**src/hdl/sotr_pkg.sv**
```systemverilog
// Shared types and codes for the stop order trigger table.
`default_nettype none
package sotr_pkg;

    localparam int IDX_W       = 6;   // slot index, covers up to 64 slots
    localparam int CNT_W       = 7;   // rank, scan step and result counters
    localparam int MAX_RESULTS = 16;

    // request codes
    localparam logic [1:0] REQ_PLACE      = 2'd0;
    localparam logic [1:0] REQ_CANCEL_REF = 2'd1;
    localparam logic [1:0] REQ_CANCEL_STR = 2'd2;
    localparam logic [1:0] REQ_TICK       = 2'd3;

    // order kinds
    localparam logic [1:0] KIND_BUY   = 2'd0;
    localparam logic [1:0] KIND_SELL  = 2'd1;
    localparam logic [1:0] KIND_SHORT = 2'd2;
    localparam logic [1:0] KIND_COVER = 2'd3;

    // result status codes
    localparam logic [2:0] ST_PLACED    = 3'd0;
    localparam logic [2:0] ST_CANCELLED = 3'd1;
    localparam logic [2:0] ST_TRIGGERED = 3'd2;
    localparam logic [2:0] ST_FULL      = 3'd3;
    localparam logic [2:0] ST_NOT_FOUND = 3'd4;
    localparam logic [2:0] ST_NO_FIRE   = 3'd5;

    typedef struct packed {
        logic [15:0] instrument;
        logic [1:0]  kind;
        logic [30:0] price;
        logic [15:0] quantity;
        logic [7:0]  strategy;
        logic [31:0] sref;
    } slot_t;

    typedef struct packed {
        logic [1:0]  req;
        logic [15:0] instrument;
        logic [30:0] price;
        logic [7:0]  strategy;
        logic [31:0] target;
    } cell_req_t;

    typedef struct packed {
        logic             load;   // latch selection and seed the ring
        logic             shift;  // advance the ring one cell
        logic             emit;   // remove the cell holding the current rank
        logic [CNT_W-1:0] rank;   // rank being emitted
    } cell_ctl_t;

    typedef struct packed {
        logic             sel;
        logic [31:0]      sref;
        logic [IDX_W-1:0] idx;
    } ring_t;

    typedef struct packed {
        logic  valid;
        logic  hit_cur;
        logic  hit_nxt;
        slot_t data;     // zero unless hit_cur
    } cell_stat_t;

    function automatic logic kind_sells(input logic [1:0] kind);
        return (kind == KIND_SELL) || (kind == KIND_SHORT);
    endfunction

    function automatic logic kind_closes(input logic [1:0] kind);
        return (kind == KIND_SELL) || (kind == KIND_COVER);
    endfunction

endpackage
`default_nettype wire

```
**src/hdl/sotr_cell.sv**
```systemverilog
// One slot of the table: order storage, selection and rank counting on the ring.
`default_nettype none
module sotr_cell import sotr_pkg::*; #(
    parameter int CELL_IDX = 0
) (
    input  wire logic       aclk,
    input  wire logic       aresetn,
    input  wire cell_ctl_t  ctl,
    input  wire cell_req_t  req,
    input  wire logic       wr_en,
    input  wire slot_t      wr_data,
    input  wire ring_t      ring_in,
    output ring_t           ring_out,
    output cell_stat_t      stat
);

    logic             valid_reg, valid_next;
    logic             sel_reg, sel_next;
    slot_t            slot_reg;
    logic [CNT_W-1:0] rank_reg, rank_next;
    ring_t            ring_reg, ring_next;
    logic             sel_comb;
    logic             fire;
    logic             earlier;

    always_comb begin
        fire = kind_sells(slot_reg.kind) ? (req.price <= slot_reg.price)
                                         : (req.price >= slot_reg.price);
        case (req.req)
            REQ_CANCEL_REF: sel_comb = valid_reg && (slot_reg.sref == req.target);
            REQ_CANCEL_STR: sel_comb = valid_reg && (slot_reg.strategy == req.strategy);
            REQ_TICK:       sel_comb = valid_reg && (slot_reg.instrument == req.instrument)
                                       && fire;
            default:        sel_comb = 1'b0;
        endcase
    end

    // passing word sorts ahead of ours: lower reference, ties by slot index
    assign earlier = ring_in.sel &&
                     ((ring_in.sref < slot_reg.sref) ||
                      ((ring_in.sref == slot_reg.sref) &&
                       (ring_in.idx < IDX_W'(CELL_IDX))));

    assign stat.hit_cur = sel_reg && (rank_reg == ctl.rank);
    assign stat.hit_nxt = sel_reg && (rank_reg == ctl.rank + CNT_W'(1));
    assign stat.valid   = valid_reg;
    assign stat.data    = stat.hit_cur ? slot_reg : '0;
    assign ring_out     = ring_reg;

    always_comb begin
        valid_next = valid_reg;
        sel_next   = sel_reg;
        rank_next  = rank_reg;
        ring_next  = ring_reg;
        if (wr_en) begin
            valid_next = 1'b1;
        end
        if (ctl.load) begin
            sel_next       = sel_comb;
            rank_next      = '0;
            ring_next.sel  = sel_comb;
            ring_next.sref = slot_reg.sref;
            ring_next.idx  = IDX_W'(CELL_IDX);
        end
        if (ctl.shift) begin
            ring_next = ring_in;
            if (earlier) begin
                rank_next = rank_reg + CNT_W'(1);
            end
        end
        // drop the order as its result is loaded into the result register
        if (ctl.emit && stat.hit_cur) begin
            valid_next = 1'b0;
            sel_next   = 1'b0;
        end
    end

    always_ff @(posedge aclk) begin
        if (!aresetn) begin
            valid_reg <= 1'b0;
            sel_reg   <= 1'b0;
        end else begin
            valid_reg <= valid_next;
            sel_reg   <= sel_next;
        end
        rank_reg <= rank_next;
        ring_reg <= ring_next;
        if (wr_en) begin
            slot_reg <= wr_data;
        end
    end

endmodule
`default_nettype wire

```
**config.mk**
```make
export PLATFORM = sky130hd
export DESIGN_NAME = sotr_cell
export DESIGN_NICKNAME = d
export VERILOG_FILES = /design/src/hdl/sotr_pkg.sv /design/src/hdl/sotr_cell.sv
export SDC_FILE = /design/constraint.sdc
export NUM_CORES = 1
export LEC_CHECK = 0
export ABC_AREA = 1
export ABC_CLOCK_PERIOD_IN_PS = 3200
export CAP_MARGIN = 20
export CORE_AREA = 2 2 171 173
export DETAILED_ROUTE_END_ITERATION = 10
export DIE_AREA = 0 0 173 175
export DONT_BUFFER_PORTS = 1
export GPL_ROUTABILITY_DRIVEN = 0
export SLEW_MARGIN = 20
export SYNTH_ARGS = -nofsm -noshare
export SYNTH_HDL_FRONTEND = slang
export SYNTH_SLANG_ARGS = --single-unit
```
**constraint.sdc**
```tcl
create_clock -name aclk -period 3.2 [get_ports aclk]
set_clock_uncertainty 0.05 [all_clocks]
set_input_delay 0.32 -clock aclk [delete_from_list [all_inputs] [get_ports aclk]]
set_output_delay 0.32 -clock aclk [all_outputs]
set_load 0.02 [all_outputs]
```
### After elaboration in Yosys (flattened, before gate mapping)

Index checks and enable logic that the tools add are counted.

* $add $sub $neg: 2
* order comparisons: 4
* equality and inequality tests: 11
* reductions and logical operators: 13
* bitwise gates (word level): 1
* mux-type cells: 8

Operator list (count)
* $mux W105: 1
* $mux W39: 2
* $eq A32 B32 Y1: 2
* $lt A32 B32 Y1: 1
* $ge A31 B31 Y1: 1
* $le A31 B31 Y1: 1
* $mux W7: 3
* $eq A16 B16 Y1: 1
* $add A7 B1 Y7 const B: 2
* $eq A7 B7 Y1: 2
* $logic_and A1 B1 Y1: 9
* $eq A8 B8 Y1: 1
* $eq A2 B2 Y1 const B: 3
* $lt A6 B1 Y1 const B: 1
* $eq A2 B1 Y1 const B: 2
* $pmux W1 S3: 1
* $logic_or A1 B1 Y1: 2
* $reduce_bool A2 Y1: 1
* $reduce_or A2 Y1: 1
* $mux W1: 1
* $not A1 Y1: 1

* bits in registers: 153
* input bits: 246
* logic and storage cells: 51

### Longest topological paths before layout

* word-level depth: 7
* depth in mapped cells: 16
* gate-level depth less buffers: 16

### Worst setup path before layout

No wires, ideal clock.

* path kind: input-to-reg
* start point: input port ctl[8] (netlist name)
* end point: register ring_reg, in the netlist ring_out[0] (enable)
* setup slack: 1.113 ns
* data arrival time: 1.640 ns
* buffers on the path: 1
* required time: 2.753 ns
* library setup time: 0.397 ns
* stages on the path: 3
* path through: clkbuf_1 -> inv_1 -> nand2_1

* word-level cells in the longest chain between the ends: 1

Ends and longest elaborated chain
* start: declaration: line sotr_cell.sv:8 `input wire cell_ctl_t ctl,`
* $reduce_bool A2 Y1 (no source line)
* end signal: assignment: line sotr_cell.sv:87 `ring_reg <= ring_next;`
* end: declaration: line sotr_cell.sv:21 `ring_t ring_reg, ring_next;`

Every way passes these cells.
A chain may end at the register's enable or synchronous reset.

==> impl_results.md <==
* Status: finished, final reports clean
* Max Freq at 0.3289 GHz
* Final Util at ~40%
* FF+latch count, synth at ~150
* Slew HR at ~31%
* Async S/R FF share, synth at 0%
* Mapped cell area at 9000 µm²
* Setup-failing EPs final at 0
* Die Wd at ~170 µm
* Slowest CP cell: nor3_2
* Fill cells at between 2000 and 3000
* WHS at roughly 0.036 ns
* DR DRC count at 0
* WL final at 26470 µm
* Post-synthesis sequential area ratio at roughly 50%
* Slew of the pin with the lowest slew margin at just over 1 ns
* Crit path required time at between 2 and 3 ns
* Critical path capture point type: output port
* Syn nets at 1237
* VDD IR-drop max at 247.7 µV
* Area Overhead vs Synth at 24.43%
* Crit path setup slack, layout at approximately 0.16 ns
* Rows at 62
* Initial drt markers at 381
* Worst-path maximum fanout at 35
* Hold path endpoint: ring_out[4]$_SDFFCE_PN0P_
* RSZ-0062 raised after global routing: no
* CTS tree: yes
* Fin cells at roughly 1400
* Worst slack, placed at 0.5941 ns
* Synth Instances at 924
* GR peak layer: met2
* Clock buffer count from CTS at 17
* Int Power at 3.832 mW
* Crit path cell chain: xnor2_2, nand2_1, nor3_2, nand2_8, nor2_1
* Min-Delay Startpoint: ctl[8]
* Maxcap violations at 0
* Routed vias/inst at about 4.6
* DP HPWL at a little under 20000 µm
* Fraction of layout cells with a size suffix above 1 at 10.78%
* Final hold violations at 0
* Type of the worst setup path: flop to output port
* Met3 global-route usage at 5.222%
* Root Buffer: clkbuf_16
* Vias in the first global route at a little under 7000
* Worst setup SP type: flop
* Setup TNS at 0 ns
* Final period util at 95.02%
* Period minus WS final at between 3 and 4 ns
* Worst path bufs/invs at 0
* Total GRT Usage at roughly 17%
* Final net count at 1358
* M2 GR Usage at 29.32%
* Synthesized area per cell at about 9.7 µm²
* Worst hold path cell count at 2
* Clk_lat worst skew at around 0.43 ns
* Lkg Pwr at between 4 and 5 nW
* Met1 GRT Util at about a fifth
* Tightest Hold Check Type: input pin to flop
* Net Sw Power at between 1 and 1.5 mW
* Routed wire per std cell at between 15 and 20 µm
* Die area at a little over 30000 µm²
* Antenna violations before repair at 3
* Max reg flops at 105
* Synth unique cells at 36
* Via count at 6618
* Combinational power share at a little over an eighth
* Final-report max-slew violation count at 0
* TritonCTS sink count at roughly 150
* Worst EP arrival at between 2 and 3 ns
* Largest delay share family, worst path: simple AND/OR/NAND/NOR gates
* First-pass GRT wire length at between 30000 and 40000 µm
* IO Count at roughly 390
* Pwr Density at 467.7 nW/µm²
* Core area at about 28000 µm²
* Sw Ratio at 26.84%
* Synth Warn # at 0
* Longest Clk Path Bufs at 2
* Area of the multi-input gates at 3819 µm²
* Clock group share of total power at between 30% and 40%
* R2R Setup Slk at 0.26 ns
* Initial Util at a little under a third
* Largest net degree at the start of global routing at between 100 and 150
* Die Y at around 180 µm
* First-pass DRT Iterations at 5
* H-Tree Depth at 4
* R2r worst-path depth at 9
* Biggest cell delay along the critical path at about 0.64 ns
* Grt ovf at 0
* Cell total after placement at 1292
* FF-to-FF End: sel_reg$_SDFFE_PP0P_
* Clock transition at path regs at around 0.07 ns
* Post-synth EDFFs at between 100 and 150
* Main synth FF type: edfxtp_1
* Reg area at approximately 4500 µm²
* Buffers on Ports at 0
* Reg2reg start: rank_reg[2]$_DFF_P_
* Sequential share of power at between 40% and 50%
* Routed Antenna Nets at 0
==> worst reg2reg max path: stages, from the launching register on <==
cell and delay, ns:
dfxtp_1 0.45, xnor2_2 0.16, nand2_1 0.09, nor3_2 0.64
nand2_8 0.32, inv_1 0.30, nand2_1 0.12, o211ai_1 0.10
a21oi_1 0.05, dlygate4sd3_1 0.55
==> metrics by stage <==
stage          power, mW  cell area [µm²]
2_1_floorplan      2.958             9000
3_3_place_gp       3.089             9390
3_5_place_dp       3.103             9390
4_1_cts            5.304            11160
5_1_grt            5.487            11200
6_report           5.238            11200
==> synth_stat cells, types with 2 or more instances <==
cell | count | area [µm²]
o21ai_0 | 40 | 200.2
dfxtp_1 | 9 | 180.2
o21ai_1 | 5 | 25.02
clkbuf_1 | 8 | 30.03
edfxtp_1 | 144 | 4324
nand2_2 | 2 | 12.51
xnor2_1 | 23 | 201.4
xor2_1 | 24 | 210.2
nand2_1 | 175 | 656.9
nor3_1 | 12 | 60.06
nor2_4 | 50 | 563.0
ha_1 | 67 | 838.3
nand4_1 | 19 | 118.9
or2_2 | 20 | 125.1
nand3_1 | 28 | 140.1
inv_1 | 153 | 574.3
a21o_1 | 2 | 15.01
nor2_1 | 90 | 337.8
a21oi_1 | 28 | 140.1
buf_8 | 5 | 75.07
buf_2 | 5 | 25.02
==> worst max path at each step <==
stage                                   start                         to  slack, ns  cells past startpoint
after global routing      rank_reg[3]$_DFF_P_                  stat[102]      0.003                      6
final                     rank_reg[2]$_DFF_P_                   stat[23]       0.16                      5
after global placement    rank_reg[2]$_DFF_P_                   stat[66]       0.65                      6
after CTS                 rank_reg[2]$_DFF_P_                   stat[58]       0.11                      6
after detailed placement  rank_reg[2]$_DFF_P_                   stat[58]       0.59                      6
after floorplan                        ctl[8]  ring_out[0]$_SDFFCE_PN0P_       1.11                      3
==> layout by cell type (no fill, tap or decap), types with 3 or more instances in the layout <==
cell,instances
nor2_1,90
xnor2_1,23
o21ai_0,40
o21ai_1,5
nor3_1,11
or2_2,20
edfxtp_1,144
clkbuf_16,17
nand4_1,19
dlygate4sd3_1,116
xor2_1,24
ha_1,67
clkinv_4,5
diode_2,3
clkinv_1,3
dfxtp_1,9
buf_4,3
nand2_1,174
a21oi_1,28
nor2_4,50
nand3_1,28
inv_1,153
==> final cells by class <==
type | instances | area share (%)
repair buffers | 121 | 10.99
diodes | 3 | 0.06704
inverters | 154 | 5.162
multi-input cells | 598 | 34.10
well taps | 384 | 4.291
flip-flops and latches | 153 | 40.22
clock inverters | 15 | 1.363
clock buffers | 17 | 3.799
==> logic make-up after synthesis <==
family / Yosys count / synth area share, %
fa+ha+maj: 67 / 9.315
xor+xnor: 48 / 4.755
compound gates: 80 / 4.643
buf+inv: 174 / 8.077
flops: 153 / 50.05
simple gates: 402 / 23.16
==> power groups by stage <==
| stage | logic (mW) | clock network [mW] | registers [mW] |
|---|---|---|---|
| 2_1_floorplan | 0.435 | 0 | 2.52 |
| 3_3_place_gp | 0.540 | 0 | 2.55 |
| 3_5_place_dp | 0.550 | 0 | 2.55 |
| 4_1_cts | 0.706 | 2.09 | 2.51 |
| 5_1_grt | 0.804 | 2.16 | 2.52 |
| 6_report | 0.706 | 2.02 | 2.51 |
==> layer usage <==
layer / part of all wire (%) / wire, µm / up-vias
li1: - / - / 3259
met2: 51 / 13370 / 285
met5: 0 / 0 / -
met1: 39 / 10400 / 3030
met4: 3.0 / 789 / 0
met3: 7.2 / 1909 / 44
==> repair_timing <==
action / in CTS / in global routing
endpoints found under the hold margin: 221 / 0
hold buffers: 117 / 0
buffers inserted: 0 / 0
endpoints found under the setup margin: 0 / 36
resized for setup: 0 / 3
(Power assumes the default switching activity.)
